`src/gda_pkg.sv`:
```
// shared types, constants and calendar helpers for the gregorian date arithmetic block
// no dependencies

package gda_pkg;

    localparam int OP_W     = 2;
    localparam int YEAR_W   = 14;
    localparam int MONTH_W  = 4;
    localparam int DAY_W    = 5;
    localparam int OFFSET_W = 23;
    localparam int ORDER_W  = 2;
    localparam int K_W      = 3;

    localparam int YEAR_MAX_DEF = 9999;

    localparam int DAYS_1Y   = 365;
    localparam int DAYS_4Y   = 1461;
    localparam int DAYS_100Y = 36524;
    localparam int DAYS_400Y = 146097;

    localparam int DIFF_MAX = 4194303;
    localparam int DIFF_MIN = -4194304;

    // exact floor(x / 25) for x below 2**14
    localparam int RECIP_25 = 20972;
    localparam int RECIP_W  = 15;
    localparam int RECIP_SH = 19;

    typedef enum logic [OP_W-1:0] {
        OP_SHIFT = 2'd0,
        OP_DIFF  = 2'd1,
        OP_CMP   = 2'd2
    } t_op;

    typedef enum logic [ORDER_W-1:0] {
        ORD_BEFORE = 2'd0,
        ORD_EQUAL  = 2'd1,
        ORD_AFTER  = 2'd2
    } t_order;

    typedef enum logic [1:0] {
        PH_400 = 2'd0,
        PH_100 = 2'd1,
        PH_4   = 2'd2,
        PH_1   = 2'd3
    } t_phase;

    typedef struct packed {
        logic           load;
        logic           sel_b;
        logic           ymul;
        logic           ydiv;
        logic           dnum;
        logic           exec;
        logic           dstep;
        t_phase         phase;
        logic [K_W-1:0] k;
        logic           mstep;
        logic           out_load;
    } t_cmd;

    typedef struct packed {
        logic conv;
        logic mdone;
    } t_sts;

    function automatic int f_days_before_year(input int y);
        int p;
        p = y - 1;
        return DAYS_1Y * p + p / 4 - p / 100 + p / 400;
    endfunction

    function automatic int f_top_day(input int ym);
        return f_days_before_year(ym + 1) - 1;
    endfunction

    function automatic logic [4:0] f_month_len(input logic [3:0] m);
        logic [4:0] len;
        unique case (m)
            4'd4, 4'd6, 4'd9, 4'd11: len = 5'd30;
            4'd2:                    len = 5'd28;
            default:                 len = 5'd31;
        endcase
        return len;
    endfunction

    // days in the year before the first of month m
    function automatic logic [8:0] f_cum_days(input logic [3:0] m);
        logic [8:0] c;
        unique case (m)
            4'd2:    c = 9'd31;
            4'd3:    c = 9'd59;
            4'd4:    c = 9'd90;
            4'd5:    c = 9'd120;
            4'd6:    c = 9'd151;
            4'd7:    c = 9'd181;
            4'd8:    c = 9'd212;
            4'd9:    c = 9'd243;
            4'd10:   c = 9'd273;
            4'd11:   c = 9'd304;
            4'd12:   c = 9'd334;
            default: c = 9'd0;
        endcase
        return c;
    endfunction

    function automatic logic [17:0] f_div_base(input t_phase ph);
        logic [17:0] b;
        unique case (ph)
            PH_400:  b = 18'(DAYS_400Y);
            PH_100:  b = 18'(DAYS_100Y);
            PH_4:    b = 18'(DAYS_4Y);
            default: b = 18'(DAYS_1Y);
        endcase
        return b;
    endfunction

    function automatic logic [8:0] f_year_wt(input t_phase ph);
        logic [8:0] w;
        unique case (ph)
            PH_400:  w = 9'd400;
            PH_100:  w = 9'd100;
            PH_4:    w = 9'd4;
            default: w = 9'd1;
        endcase
        return w;
    endfunction

endpackage

```
`src/gregorian_date_arithmetic_core.sv`:
```
// difference, compare, an unused op code and an out-of-range shift go from the accepted beat
// to the result beat without the date rebuild; a shift in range adds the 400-year divide (one
// cycle per quotient bit, 5 bits at the default year limit), the century, 4-year and year steps
// and the month walk; one item at a time, the next beat taken once the result
// sits in the output register. synchronous active-low reset clears the controller and the
// output valid; the datapath registers are not reset

module gregorian_date_arithmetic_core #(
    parameter int YEAR_MAX = gda_pkg::YEAR_MAX_DEF
) (
    input  logic                                i_clk,
    input  logic                                i_rst_n,
    input  logic                                i_in_valid,
    output logic                                o_in_stall,
    input  logic        [gda_pkg::OP_W-1:0]     i_op,
    input  logic        [gda_pkg::YEAR_W-1:0]   i_year_a,
    input  logic        [gda_pkg::MONTH_W-1:0]  i_month_a,
    input  logic        [gda_pkg::DAY_W-1:0]    i_day_a,
    input  logic        [gda_pkg::YEAR_W-1:0]   i_year_b,
    input  logic        [gda_pkg::MONTH_W-1:0]  i_month_b,
    input  logic        [gda_pkg::DAY_W-1:0]    i_day_b,
    input  logic signed [gda_pkg::OFFSET_W-1:0] i_offset,
    output logic                                o_out_valid,
    input  logic                                i_out_stall,
    output logic        [gda_pkg::YEAR_W-1:0]   o_res_year,
    output logic        [gda_pkg::MONTH_W-1:0]  o_res_month,
    output logic        [gda_pkg::DAY_W-1:0]    o_res_day,
    output logic signed [gda_pkg::OFFSET_W-1:0] o_day_diff,
    output logic        [gda_pkg::ORDER_W-1:0]  o_order,
    output logic                                o_range_error
);
    import gda_pkg::*;

    t_cmd cmd;
    t_sts sts;

    gda_ctrl #(
        .YEAR_MAX (YEAR_MAX)
    ) u_ctrl (
        .i_clk       (i_clk),
        .i_rst_n     (i_rst_n),
        .i_in_valid  (i_in_valid),
        .o_in_stall  (o_in_stall),
        .o_out_valid (o_out_valid),
        .i_out_stall (i_out_stall),
        .i_sts       (sts),
        .o_cmd       (cmd)
    );

    gda_datapath #(
        .YEAR_MAX (YEAR_MAX)
    ) u_datapath (
        .i_clk         (i_clk),
        .i_cmd         (cmd),
        .o_sts         (sts),
        .i_op          (i_op),
        .i_year_a      (i_year_a),
        .i_month_a     (i_month_a),
        .i_day_a       (i_day_a),
        .i_year_b      (i_year_b),
        .i_month_b     (i_month_b),
        .i_day_b       (i_day_b),
        .i_offset      (i_offset),
        .o_res_year    (o_res_year),
        .o_res_month   (o_res_month),
        .o_res_day     (o_res_day),
        .o_day_diff    (o_day_diff),
        .o_order       (o_order),
        .o_range_error (o_range_error)
    );

endmodule

```
`src/gda_ctrl.sv`:
```
// controller state machine: sequences day numbering, the operation and the date rebuild
// depends on gda_pkg

module gda_ctrl #(
    parameter int YEAR_MAX = gda_pkg::YEAR_MAX_DEF
) (
    input  logic          i_clk,
    input  logic          i_rst_n,
    input  logic          i_in_valid,
    output logic          o_in_stall,
    output logic          o_out_valid,
    input  logic          i_out_stall,
    input  gda_pkg::t_sts i_sts,
    output gda_pkg::t_cmd o_cmd
);
    import gda_pkg::*;

    localparam int Q_W = $clog2(YEAR_MAX / 400 + 1);

    typedef enum logic [10:0] {
        ST_IDLE  = 11'h001,
        ST_YMUL  = 11'h002,
        ST_YDIV  = 11'h004,
        ST_DNUM  = 11'h008,
        ST_EXEC  = 11'h010,
        ST_D400  = 11'h020,
        ST_D100  = 11'h040,
        ST_D4    = 11'h080,
        ST_D1    = 11'h100,
        ST_MONTH = 11'h200,
        ST_DONE  = 11'h400
    } t_state;

    t_state         r_state, n_state;
    logic [K_W-1:0] r_k, n_k;
    logic           r_sel_b, n_sel_b;
    logic           r_out_valid, n_out_valid;
    t_cmd           cmd;

    always_comb begin
        n_state     = r_state;
        n_k         = r_k;
        n_sel_b     = r_sel_b;
        cmd         = '0;
        cmd.sel_b   = r_sel_b;
        cmd.k       = r_k;
        unique case (r_state)
            ST_IDLE: begin
                if (i_in_valid) begin
                    cmd.load = 1'b1;
                    n_sel_b  = 1'b0;
                    n_state  = ST_YMUL;
                end
            end
            ST_YMUL: begin
                cmd.ymul = 1'b1;
                n_state  = ST_YDIV;
            end
            ST_YDIV: begin
                cmd.ydiv = 1'b1;
                n_state  = ST_DNUM;
            end
            ST_DNUM: begin
                cmd.dnum = 1'b1;
                if (r_sel_b) begin
                    n_state = ST_EXEC;
                end else begin
                    n_sel_b = 1'b1;
                    n_state = ST_YMUL;
                end
            end
            ST_EXEC: begin
                cmd.exec = 1'b1;
                n_k      = K_W'(Q_W - 1);
                n_state  = i_sts.conv ? ST_D400 : ST_DONE;
            end
            ST_D400: begin
                cmd.dstep = 1'b1;
                cmd.phase = PH_400;
                if (r_k == '0) begin
                    n_k     = K_W'(1);
                    n_state = ST_D100;
                end else begin
                    n_k = r_k - K_W'(1);
                end
            end
            ST_D100: begin
                cmd.dstep = 1'b1;
                cmd.phase = PH_100;
                if (r_k == '0) begin
                    n_k     = K_W'(4);
                    n_state = ST_D4;
                end else begin
                    n_k = r_k - K_W'(1);
                end
            end
            ST_D4: begin
                cmd.dstep = 1'b1;
                cmd.phase = PH_4;
                if (r_k == '0) begin
                    n_k     = K_W'(1);
                    n_state = ST_D1;
                end else begin
                    n_k = r_k - K_W'(1);
                end
            end
            ST_D1: begin
                cmd.dstep = 1'b1;
                cmd.phase = PH_1;
                if (r_k == '0) begin
                    n_state = ST_MONTH;
                end else begin
                    n_k = r_k - K_W'(1);
                end
            end
            ST_MONTH: begin
                cmd.mstep = 1'b1;
                if (i_sts.mdone) begin
                    n_state = ST_DONE;
                end
            end
            ST_DONE: begin
                if (!r_out_valid || !i_out_stall) begin
                    cmd.out_load = 1'b1;
                    n_state      = ST_IDLE;
                end
            end
            default: n_state = ST_IDLE;
        endcase
    end

    always_comb begin
        if (cmd.out_load) begin
            n_out_valid = 1'b1;
        end else if (!i_out_stall) begin
            n_out_valid = 1'b0;
        end else begin
            n_out_valid = r_out_valid;
        end
    end

    always_ff @(posedge i_clk) begin
        if (!i_rst_n) begin
            r_state     <= ST_IDLE;
            r_k         <= '0;
            r_sel_b     <= 1'b0;
            r_out_valid <= 1'b0;
        end else begin
            r_state     <= n_state;
            r_k         <= n_k;
            r_sel_b     <= n_sel_b;
            r_out_valid <= n_out_valid;
        end
    end

    assign o_in_stall  = (r_state != ST_IDLE);
    assign o_out_valid = r_out_valid;
    assign o_cmd       = cmd;

endmodule

```
`src/gda_datapath.sv`:
```
// datapath: input capture, date clamp and day numbering, operation, date rebuild, result beat
// depends on gda_pkg

module gda_datapath #(
    parameter int YEAR_MAX = gda_pkg::YEAR_MAX_DEF
) (
    input  logic                                i_clk,
    input  gda_pkg::t_cmd                       i_cmd,
    output gda_pkg::t_sts                       o_sts,
    input  logic        [gda_pkg::OP_W-1:0]     i_op,
    input  logic        [gda_pkg::YEAR_W-1:0]   i_year_a,
    input  logic        [gda_pkg::MONTH_W-1:0]  i_month_a,
    input  logic        [gda_pkg::DAY_W-1:0]    i_day_a,
    input  logic        [gda_pkg::YEAR_W-1:0]   i_year_b,
    input  logic        [gda_pkg::MONTH_W-1:0]  i_month_b,
    input  logic        [gda_pkg::DAY_W-1:0]    i_day_b,
    input  logic signed [gda_pkg::OFFSET_W-1:0] i_offset,
    output logic        [gda_pkg::YEAR_W-1:0]   o_res_year,
    output logic        [gda_pkg::MONTH_W-1:0]  o_res_month,
    output logic        [gda_pkg::DAY_W-1:0]    o_res_day,
    output logic signed [gda_pkg::OFFSET_W-1:0] o_day_diff,
    output logic        [gda_pkg::ORDER_W-1:0]  o_order,
    output logic                                o_range_error
);
    import gda_pkg::*;

    localparam int YW   = $clog2(YEAR_MAX + 1);
    localparam int TOP  = f_top_day(YEAR_MAX);
    localparam int DN_W = $clog2(TOP + 1);
    localparam int DN1  = DN_W + 1;
    localparam int CW   = DN_W + 1;
    localparam int TW   = ((DN_W + 1 > OFFSET_W) ? DN_W + 1 : OFFSET_W) + 1;
    localparam int DW   = (DN_W + 1 > OFFSET_W + 1) ? DN_W + 1 : OFFSET_W + 1;
    localparam int PR_W = YW - 2 + RECIP_W;
    localparam int QY_W = PR_W - RECIP_SH;

    localparam logic signed [TW-1:0] TOP_S  = TW'(TOP);
    localparam logic signed [DW-1:0] DMAX_S = DW'(DIFF_MAX);
    localparam logic signed [DW-1:0] DMIN_S = DW'(DIFF_MIN);

    // captured item
    logic        [OP_W-1:0]     r_op;
    logic        [YEAR_W-1:0]   r_year_a, r_year_b;
    logic        [MONTH_W-1:0]  r_month_a, r_month_b;
    logic        [DAY_W-1:0]    r_day_a, r_day_b;
    logic signed [OFFSET_W-1:0] r_offset;

    // day numbering
    logic [YW-1:0]      r_y, r_p;
    logic [PR_W-1:0]    r_prod;
    logic [DN_W-1:0]    r_dby, r_na, r_nb;
    logic [8:0]         r_mpre;
    logic [YW-1:0]      r_ya;
    logic [MONTH_W-1:0] r_ma;
    logic [DAY_W-1:0]   r_da;

    // operation
    logic                       r_err;
    logic signed [OFFSET_W-1:0] r_diff;
    logic [ORDER_W-1:0]         r_ord;

    // date rebuild
    logic [CW-1:0]      r_rem;
    logic [YW-1:0]      r_cyear;
    logic [MONTH_W-1:0] r_cmon;
    logic [1:0]         r_n100, r_n1;
    logic [4:0]         r_n4;

    // result beat
    logic        [YEAR_W-1:0]   r_o_year, n_o_year;
    logic        [MONTH_W-1:0]  r_o_month, n_o_month;
    logic        [DAY_W-1:0]    r_o_day, n_o_day;
    logic signed [OFFSET_W-1:0] r_o_diff, n_o_diff;
    logic        [ORDER_W-1:0]  r_o_order, n_o_order;
    logic                       r_o_err, n_o_err;

    logic [YEAR_W-1:0]  y_in;
    logic [MONTH_W-1:0] m_in;
    logic [DAY_W-1:0]   d_in;
    logic [YW-1:0]      yc, pc;
    logic [QY_W-1:0]    q;
    logic [YW-1:0]      r100;
    logic               leap;
    logic [DN1-1:0]     dby_w;
    logic [MONTH_W-1:0] mc;
    logic [DAY_W-1:0]   dim, dc;
    logic [8:0]         mpre_w;

    logic signed [TW-1:0]       t_w;
    logic                       inr;
    logic signed [DW-1:0]       diff_w;
    logic signed [OFFSET_W-1:0] diff_sat;
    logic [ORDER_W-1:0]         ord_w;

    logic [CW-1:0]      div_w;
    logic [YW-1:0]      wt_w;
    logic               take;
    logic               leap_c;
    logic [DAY_W-1:0]   dimc;
    logic               mdone;
    logic               conv_ok;

    // year clamp and reciprocal product
    always_comb begin
        y_in = i_cmd.sel_b ? r_year_b : r_year_a;
        m_in = i_cmd.sel_b ? r_month_b : r_month_a;
        d_in = i_cmd.sel_b ? r_day_b : r_day_a;
        if (y_in == '0) begin
            yc = YW'(1);
        end else if (32'(y_in) > 32'(YEAR_MAX)) begin
            yc = YW'(YEAR_MAX);
        end else begin
            yc = YW'(y_in);
        end
        pc = yc - YW'(1);
    end

    // leap test, days before the year, month and day clamp
    always_comb begin
        q     = r_prod[PR_W-1:RECIP_SH];
        r100  = r_p - YW'(q) * YW'(100);
        leap  = (r_p[1:0] == 2'd3) && ((r100 != YW'(99)) || (q[1:0] == 2'd3));
        dby_w = DN1'(r_p) * DN1'(DAYS_1Y) + DN1'(r_p >> 2) - DN1'(q) + DN1'(q >> 2);
        if (m_in == '0) begin
            mc = MONTH_W'(1);
        end else if (m_in > MONTH_W'(12)) begin
            mc = MONTH_W'(12);
        end else begin
            mc = m_in;
        end
        dim = f_month_len(mc) + DAY_W'(leap && (mc == MONTH_W'(2)));
        if (d_in == '0) begin
            dc = DAY_W'(1);
        end else if (d_in > dim) begin
            dc = dim;
        end else begin
            dc = d_in;
        end
        mpre_w = f_cum_days(mc) + 9'(leap && (mc > MONTH_W'(2))) + 9'(dc) - 9'd1;
    end

    // shift target, difference and order
    always_comb begin
        t_w    = $signed(TW'(r_na)) + TW'(r_offset);
        inr    = (t_w >= 0) && (t_w <= TOP_S);
        diff_w = $signed(DW'(r_na)) - $signed(DW'(r_nb));
        if (diff_w > DMAX_S) begin
            diff_sat = OFFSET_W'(DIFF_MAX);
        end else if (diff_w < DMIN_S) begin
            diff_sat = OFFSET_W'(DIFF_MIN);
        end else begin
            diff_sat = OFFSET_W'(diff_w);
        end
        if (r_na < r_nb) begin
            ord_w = ORD_BEFORE;
        end else if (r_na == r_nb) begin
            ord_w = ORD_EQUAL;
        end else begin
            ord_w = ORD_AFTER;
        end
        conv_ok = (r_op == OP_SHIFT) && inr;
    end

    // restoring divide step and month walk
    always_comb begin
        div_w  = CW'(f_div_base(i_cmd.phase)) << i_cmd.k;
        wt_w   = YW'(f_year_wt(i_cmd.phase)) << i_cmd.k;
        take   = (r_rem >= div_w);
        leap_c = (r_n1 == 2'd3) && ((r_n4 != 5'd24) || (r_n100 == 2'd3));
        dimc   = f_month_len(r_cmon) + DAY_W'(leap_c && (r_cmon == MONTH_W'(2)));
        mdone  = !((r_cmon < MONTH_W'(12)) && (r_rem >= CW'(dimc)));
    end

    // result beat fields
    always_comb begin
        n_o_year  = '0;
        n_o_month = '0;
        n_o_day   = '0;
        n_o_diff  = '0;
        n_o_order = '0;
        n_o_err   = 1'b0;
        case (r_op)
            OP_SHIFT: begin
                n_o_err = r_err;
                if (r_err) begin
                    n_o_year  = YEAR_W'(r_ya);
                    n_o_month = r_ma;
                    n_o_day   = r_da;
                end else begin
                    n_o_year  = YEAR_W'(r_cyear);
                    n_o_month = r_cmon;
                    n_o_day   = DAY_W'(r_rem) + DAY_W'(1);
                end
            end
            OP_DIFF:  n_o_diff  = r_diff;
            OP_CMP:   n_o_order = r_ord;
            default:  ;
        endcase
    end

    always_ff @(posedge i_clk) begin
        if (i_cmd.load) begin
            r_op      <= i_op;
            r_year_a  <= i_year_a;
            r_month_a <= i_month_a;
            r_day_a   <= i_day_a;
            r_year_b  <= i_year_b;
            r_month_b <= i_month_b;
            r_day_b   <= i_day_b;
            r_offset  <= i_offset;
        end
        if (i_cmd.ymul) begin
            r_y    <= yc;
            r_p    <= pc;
            r_prod <= PR_W'(pc >> 2) * PR_W'(RECIP_25);
        end
        if (i_cmd.ydiv) begin
            r_dby  <= DN_W'(dby_w);
            r_mpre <= mpre_w;
            if (!i_cmd.sel_b) begin
                r_ya <= r_y;
                r_ma <= mc;
                r_da <= dc;
            end
        end
        if (i_cmd.dnum) begin
            if (i_cmd.sel_b) begin
                r_nb <= r_dby + DN_W'(r_mpre);
            end else begin
                r_na <= r_dby + DN_W'(r_mpre);
            end
        end
        if (i_cmd.exec) begin
            r_err   <= !inr;
            r_diff  <= diff_sat;
            r_ord   <= ord_w;
            r_rem   <= CW'(t_w);
            r_cyear <= YW'(1);
            r_cmon  <= MONTH_W'(1);
            r_n100  <= '0;
            r_n4    <= '0;
            r_n1    <= '0;
        end
        if (i_cmd.dstep && take) begin
            r_rem   <= r_rem - div_w;
            r_cyear <= r_cyear + wt_w;
            case (i_cmd.phase)
                PH_100:  r_n100[i_cmd.k[0]] <= 1'b1;
                PH_4:    r_n4[i_cmd.k]      <= 1'b1;
                PH_1:    r_n1[i_cmd.k[0]]   <= 1'b1;
                default: ;
            endcase
        end
        if (i_cmd.mstep && !mdone) begin
            r_rem  <= r_rem - CW'(dimc);
            r_cmon <= r_cmon + MONTH_W'(1);
        end
        if (i_cmd.out_load) begin
            r_o_year  <= n_o_year;
            r_o_month <= n_o_month;
            r_o_day   <= n_o_day;
            r_o_diff  <= n_o_diff;
            r_o_order <= n_o_order;
            r_o_err   <= n_o_err;
        end
    end

    assign o_sts.conv    = conv_ok;
    assign o_sts.mdone   = mdone;
    assign o_res_year    = r_o_year;
    assign o_res_month   = r_o_month;
    assign o_res_day     = r_o_day;
    assign o_day_diff    = r_o_diff;
    assign o_order       = r_o_order;
    assign o_range_error = r_o_err;

endmodule

```
`config.mk`:
```
export PLATFORM = sky130hd
export DESIGN_NAME = gregorian_date_arithmetic_core
export DESIGN_NICKNAME = d
export VERILOG_FILES = /design/src/gda_pkg.sv /design/src/gregorian_date_arithmetic_core.sv /design/src/gda_ctrl.sv /design/src/gda_datapath.sv
export SDC_FILE = /design/constraint.sdc
export NUM_CORES = 1
export LEC_CHECK = 0
export ABC_AREA = 1
export BUFFER_PORTS_ARGS = -buffer_cell sky130_fd_sc_hd__buf_2
export CAP_MARGIN = 0
export CORE_ASPECT_RATIO = 0.5
export CORE_MARGIN = 4
export CORE_UTILIZATION = 45
export CTS_BUF_LIST = sky130_fd_sc_hd__clkbuf_16
export DETAILED_ROUTE_END_ITERATION = 10
export GPL_TIMING_DRIVEN = 1
export HOLD_SLACK_MARGIN = 0.05
export SLEW_MARGIN = 20
export SYNTH_ARGS = -nofsm -noshare
export SYNTH_HDL_FRONTEND = slang
export SYNTH_SLANG_ARGS = --single-unit
```
`constraint.sdc`:
```
create_clock -name i_clk -period 7.05 [get_ports i_clk]
set_clock_uncertainty 0.1 [all_clocks]
set_input_delay 1.0575 -clock i_clk [delete_from_list [all_inputs] [get_ports i_clk]]
set_output_delay 1.0575 -clock i_clk [all_outputs]
set_load 0.05 [all_outputs]
```
Word-level counts from Yosys, hierarchy flattened

Memories as Yosys holds them, arrays and structs flattened.
Index checks and enable logic that the tools add are counted.

Add/subtract/negate cells: 19
$mul: 3
Divide/modulo/power cells: 0
Order comparisons: 16
Equal/unequal tests: 43
Shift operators: 2
Multiplexer cells: 66
Bitwise gates (word level): 4
Reduce and logical (&&, ||, !) cells: 38

Operators with widths:

| cell                                                            | count |
|---|---|
| one-hot mux 11 bit (11 select lines)                            | 1 |
| two-way mux 23 bit                                              | 4 |
| two-way mux 11 bit                                              | 8 |
| two-way mux 14 bit                                              | 6 |
| one-hot mux 18 bit (3 select lines)                             | 1 |
| two-way mux 5 bit                                               | 8 |
| one-hot mux 9 bit (3 select lines)                              | 1 |
| multiplier 12 x 13 -> 25 bit, second input constant             | 1 |
| adder 23 x 23 -> 24 bit                                         | 1 |
| >= comparator 24 x 1 -> 1 bit, second input constant            | 1 |
| greater-than comparator 24 x 23 -> 1 bit, second input constant | 1 |
| <= comparator 24 x 23 -> 1 bit, second input constant           | 1 |
| < comparator 24 x 23 -> 1 bit, second input constant            | 1 |
| two-way mux 4 bit                                               | 6 |
| one-hot mux 3 bit (4 select lines)                              | 2 |
| >= comparator 23 bit                                            | 1 |
| >= comparator 23 x 5 -> 1 bit                                   | 1 |
| left shift 18 x 3 -> 23 bit                                     | 1 |
| subtractor 22 x 22 -> 23 bit                                    | 1 |
| subtractor 23 bit                                               | 1 |
| subtractor 23 x 5 -> 23 bit                                     | 1 |
| adder 22 x 12 -> 22 bit                                         | 1 |
| adder 22 x 6 -> 22 bit                                          | 1 |
| adder 22 x 9 -> 22 bit                                          | 1 |
| 71 further kinds                                                | 139 |

Flip-flop bits (word level): 363
Latch bits: 0
RAM bits: 0
Memory bits (read-only): 144
Input port bits: 75
Output and inout bits: 51
Word-level logic and storage cells: 229
Memories kept: 1

Memory list:

| name             | words | bits a word | read ports | clocked after memory_dff | write ports | RTL line      | RTL |
|---|---|---|---|---|---|---|---|
| (name not given) | 16    | 9           | 1          | 0                        | 0           | gda_pkg.sv:90 | `unique case (m)` |

Longest topological paths before layout

Depth after elaboration: 13
Mapped depth: 50
Gate-level depth less buffers: 50

Modules after synthesis

A second synthesis with hierarchy kept.

Cell total of the unflattened synthesis: 3029
Area total of the unflattened synthesis: 27705.3 sq um

By module, submodules not included:

| module       | instances | cells each | area an instance (sq um) | sequential area each (sq um) |
|---|---|---|---|---|
| gda_datapath | 1         | 2864       | 26608.0                  | 9819.4 |
| gda_ctrl     | 1         | 165        | 1097.3                   | 320.3 |

Worst setup path before layout

Ideal clock, no wire load.

Path type: reg2reg
From: register u_datapath.r_prod[21]
To: register u_datapath.r_mpre[8] (data pin)
Setup time: 0.262 ns
Data arrival time: 6.876 ns
Required time: 6.688 ns
Slack: -0.188 ns
Cell stages (with the launch flop): 49
Path buffers: 0
Period minus slack after synthesis: 7.238 ns
Cells stage by stage: edfxtp_1 ha_1 ha_1 fa_1 ha_1 a21oi_1 nand2_1 xnor2_1 ha_1 nand2_1 nor2_1 a211oi_1 nand2_1 nand2_1 nand2_1 nand2_1 nand2_1 nand2_1 [... 13 more ...] nand3_1 o221ai_1 nand2_1 inv_1 or2_2 and3_1 ha_1 inv_1 ha_1 inv_1 fa_1 o21ai_0 a21oi_1 o21bai_1 nand2_1 nand2_1 a21oi_1 xor2_1

Longest elaborated chain between the ends: 12
Elaborated cells on any way between the ends: 14
Classes of those cells: add/sub (5); mul (1); order compare (1); eq/ne (1); mux (2); reduce/logical (4)

Ends and longest elaborated chain:

| element                           | RTL line            | RTL |
|---|---|---|
| start: declaration                | gda_datapath.sv:50  | `logic [PR_W-1:0] r_prod;` |
| start signal: assignment          | gda_datapath.sv:215 | `r_prod <= PR_W'(pc >> 2) * PR_W'(RECIP_25);` |
| multiplier 8 x 5 -> 12 bit *      | gda_datapath.sv:121 | `r100 = r_p - YW'(q) * YW'(100);` |
| subtractor 14 bit *               | gda_datapath.sv:121 |  |
| inequality test 14 x 7 -> 1 bit * | gda_datapath.sv:122 | `leap = (r_p[1:0] == 2'd3) && ((r100 != YW'(99)) \|\| (q[1:0] == 2'd3));` |
| logical OR 1 bit *                | gda_datapath.sv:122 |  |
| logical AND 1 bit *               | gda_datapath.sv:122 |  |
| logical AND 1 bit                 | gda_datapath.sv:131 | `dim = f_month_len(mc) + DAY_W'(leap && (mc == MONTH_W'(2)));` |
| adder 3 x 2 -> 4 bit              | gda_datapath.sv:131 |  |
| greater-than comparator 5 bit     | gda_datapath.sv:134 | `end else if (d_in > dim) begin` |
| two-way mux 5 bit                 | gda_datapath.sv:134 |  |
| two-way mux 5 bit                 | gda_datapath.sv:132 | `if (d_in == '0) begin` |
| adder 9 x 5 -> 9 bit *            | gda_datapath.sv:139 | `mpre_w = f_cum_days(mc) + 9'(leap && (mc > MONTH_W'(2))) + 9'(dc) - 9'd1;` |
| subtractor 9 x 1 -> 9 bit *       | gda_datapath.sv:139 |  |
| net u_datapath.mpre_w[8]          | gda_datapath.sv:87  | `logic [8:0] mpre_w;` |
| end signal: assignment            | gda_datapath.sv:219 | `r_mpre <= mpre_w;` |
| end: declaration                  | gda_datapath.sv:52  | `logic [8:0] r_mpre;` |

Mark *: on every way through the listed nets, which the timed path passes. The rest lies on a longest branch.
A chain may end at the register's enable or synchronous reset.

Final worst setup path

From: register u_datapath.r_prod[21]
To: register u_datapath.r_mpre[8] (data pin)

Longest elaborated chain between the ends: 12
Elaborated cells on any way between the ends: 14
Classes of those cells: add/sub (5); mul (1); order compare (1); eq/ne (1); mux (2); reduce/logical (4)

Ends and longest elaborated chain:

| element                           | RTL line            | RTL |
|---|---|---|
| multiplier 8 x 5 -> 12 bit *      | gda_datapath.sv:121 |  |
| subtractor 14 bit *               | gda_datapath.sv:121 |  |
| inequality test 14 x 7 -> 1 bit * | gda_datapath.sv:122 |  |
| logical OR 1 bit *                | gda_datapath.sv:122 |  |
| logical AND 1 bit *               | gda_datapath.sv:122 |  |
| logical AND 1 bit *               | gda_datapath.sv:131 |  |
| adder 3 x 2 -> 4 bit *            | gda_datapath.sv:131 |  |
| greater-than comparator 5 bit     | gda_datapath.sv:134 |  |
| two-way mux 5 bit *               | gda_datapath.sv:134 |  |
| two-way mux 5 bit *               | gda_datapath.sv:132 |  |
| net u_datapath.dc[1]              | gda_datapath.sv:86  | `logic [DAY_W-1:0] dim, dc;` |
| adder 9 x 5 -> 9 bit *            | gda_datapath.sv:139 |  |
| subtractor 9 x 1 -> 9 bit *       | gda_datapath.sv:139 |  |
| net u_datapath.mpre_w[8]          | gda_datapath.sv:87  |  |

Marked as above.

==> flow_metrics.tcl <==
set metrics [dict create \
    outcome "finished, violations left" \
    violations "negative setup slack" \
    drt-initial-drc-count 1239 \
    cts_tree "done" \
    ios 126 \
    cts_root_buf "clkbuf_16" \
    maxCapViolations 0 \
    drc 0 \
    core_sq_mm 0.0596 \
    fp.dieArea_sq_mm 0.0648 \
    startpoint "u_datapath.r_prod[21]" \
    ys.flop_type "edfxtp_1" \
    n_antenna_cell 0 \
    rows 63 \
    clkTransAtPathRegs_ns 0.07 \
    syn-num-nets 3513 \
    cts.sinks 346 \
    vias 20300 \
    syn_area_per_cell_sq_um 9.19 \
    antenna_found_initial 0 \
    layout_common_cells "inv_1, nand2_1, edfxtp_1" \
    place_ws_ns -0.484 \
    cp_max_fo 4 \
    multiInputGateArea_sq_mm 0.0154 \
    setup_viol 2 \
    drive_above_1_share 0.129 \
    min_from "u_datapath.r_y[12]" \
    place.gp.congestion 0.892 \
    period_needed_ns 7.22 \
    grt_pass1_vias 19600 \
    totalWireLength_mm 65.6 \
    ys_ff_latch 346 \
    dp_hpwl_mm 52.0 \
    worstSkewPairLatency_ns 0.55 \
    fmax_mhz 138 \
    cts-htree-levels 2 \
    synth_top_area_cell "edfxtp_1" \
    fp.dieW_microns 356 \
    layout_commonest_cell "inv_1" \
    grt_setup_unrepaired "yes" \
    worst_slew_pin_slew_ns 0.943 \
    worstPathArrival_ns 7.40 \
    worstHoldPathType "reg -> reg" \
    worst_setup_path_start_kind "flip-flop" \
    synthCells 2965 \
    grt_overflow 0 \
    worst-endpoint-required_ns 7.23 \
    grt_pass1_wl_mm 103 \
    slowest_delay_ns 0.54 \
    first_pass_iters 5 \
    synth_top_area_frac 0.354 \
    wl_per_cell_microns 16.3 \
    synth_edf_count 321 \
    cpMostUsedCell "ha_4" \
    final_core_util 0.525 \
    crit_slowest_cell "fa_1" \
    start_util 0.457 \
    async_flop_share 0 \
    fin_crit_sh 1.02 \
    track_usage 0.198 \
    ant_nets 0 \
    avgViaCountPerCell 5.06 \
    final_max_slew_viol_count 0 \
    clk_path_buf_depth 3 \
    cts_hold_repair.buffers 0 \
    slew_headroom 0.365 \
    cts_buffers 36 \
    grt_max_degree 47 \
    seq_area_sq_mm 0.0101 \
    synth.distinct_cells 66 \
    final_hold_viol_count 0 \
    critPathKind "reg -> reg" \
    worstReg2RegStart "u_datapath.r_prod[21]" \
    fill_cells 5505 \
    nNetsFinal 3722 \
    syn_to_final_growth_pct 14.8 \
    ys_top_cells_by_area "edfxtp_1, ha_1, fa_1" \
    die-height_microns 182 \
    critPathCaptureType "flip-flop" \
    setup_ws_ns -0.175 \
    io_buffers 125 \
    holdWs_ns 0.308 \
    ys_seq_area_frac 0.372 \
    syn-cell-area_sq_mm 0.0272 \
    yosys_warnings 0 \
]
-- cells in the mapped netlist (4+ instances only) --
library cell  number
o22ai_1           10
a211oi_1           4
dfxtp_1           25
buf_2              4
fa_1             136
nor3b_1            5
o41ai_1            4
o21a_1             5
o21ai_2            5
nor4_1            14
o21ai_0          128
o211ai_1          12
or2_2             11
nand2_1          489
ha_1             337
a21o_1            13
xnor2_1           66
xor2_1            83
nor3_1            31
a21boi_0           5
nor2_2             6
mux2i_1           13
nand4_1           22
edfxtp_1         321
o21ai_1            9
or2_1              4
clkbuf_1          29
a21oi_1          196
a22oi_1            5
a31oi_1           10
a32o_1             4
nor2_1           222
inv_1            569
nand3_1          109
inv_2              6
o21bai_1           7
-- flip-flops by register name (all words and copies together), names as in the netlist, 22 cells and up --
name                   count
u_datapath.r_diff         23
u_datapath.r_dby          22
u_datapath.r_rem          23
u_datapath.r_offset       23
u_datapath.o_day_diff     23
u_datapath.r_nb           22
u_datapath.r_na           22
-- per-layer routing --
metal | vias up | global-route usage | share of wire
li1 | 10200 | - | -
met1 | 9665 | 0.290 | 0.49
met2 | 368 | 0.317 | 0.45
met3 | 74 | 0.0224 | 0.041
met4 | 0 | 0.0400 | 0.018
met5 | - | 0 | 0
-- cell type report --
class,instances,share of cell area
Inverter,577,0.0698
Tap cell,812,0.0325
Multi-Input combinational cell,2004,0.494
Clock buffer,36,0.0288
Clock inverter,29,0.00868
Sequential cell,346,0.324
Timing Repair Buffer,209,0.0417
-- cells by family (layout without fill, tap and decap cells) --
logic type | Yosys count | in the layout | synth area share
AO/OA/AOI/OAI | 436 | 436 | 0.0904
XOR/XNOR | 149 | 149 | 0.0479
adder cells (fa/ha/maj) | 473 | 473 | 0.255
buffers and inverters | 615 | 851 | 0.0857
flip-flops | 346 | 346 | 0.372
multiplexers | 13 | 13 | 0.00478
AND/OR/NAND/NOR | 933 | 933 | 0.144
-- worst paths after layout --
kind,to,slack (ns),cells after the start
hold reg to reg,u_datapath.r_ya[12],0.31,0
setup / recovery,u_datapath.r_mpre[8],-0.17,45
setup reg to reg,u_datapath.r_mpre[8],-0.17,45
hold / removal,u_datapath.r_ya[12],0.31,0
-- stage by stage --
step	std cells	TNS, ns	instance area [sq um]
2_1_floorplan	2965	0	27300
3_3_place_gp	3933	-0.684	29300
3_5_place_dp	3933	-1.63	29300
4_1_cts	4008	-0.480	30800
5_1_grt	4013	-1.91	31300
6_report	4013	-0.241	31300
-- what timing repair did --
action                     CTS  global route
gates resized for setup     33           102
buffers inserted            11             9
pin swaps                   45            62
setup endpoints to repair    7            15
-- worst max-delay path: cells and delay by family, from the launching register on --
| kind | cells | cell delay (ns) |
|---|---|---|
| compound gates | 7 | 0.93 |
| flops | 1 | 0.50 |
| xor+xnor | 3 | 0.44 |
| fa+ha+maj | 9 | 2.61 |
| buf+inv | 7 | 0.70 |
| simple gates | 19 | 1.68 |
Power is left out: the tool's default activity adds up to more than one toggle a clock period on the data nets, which glitch-free logic cannot reach.
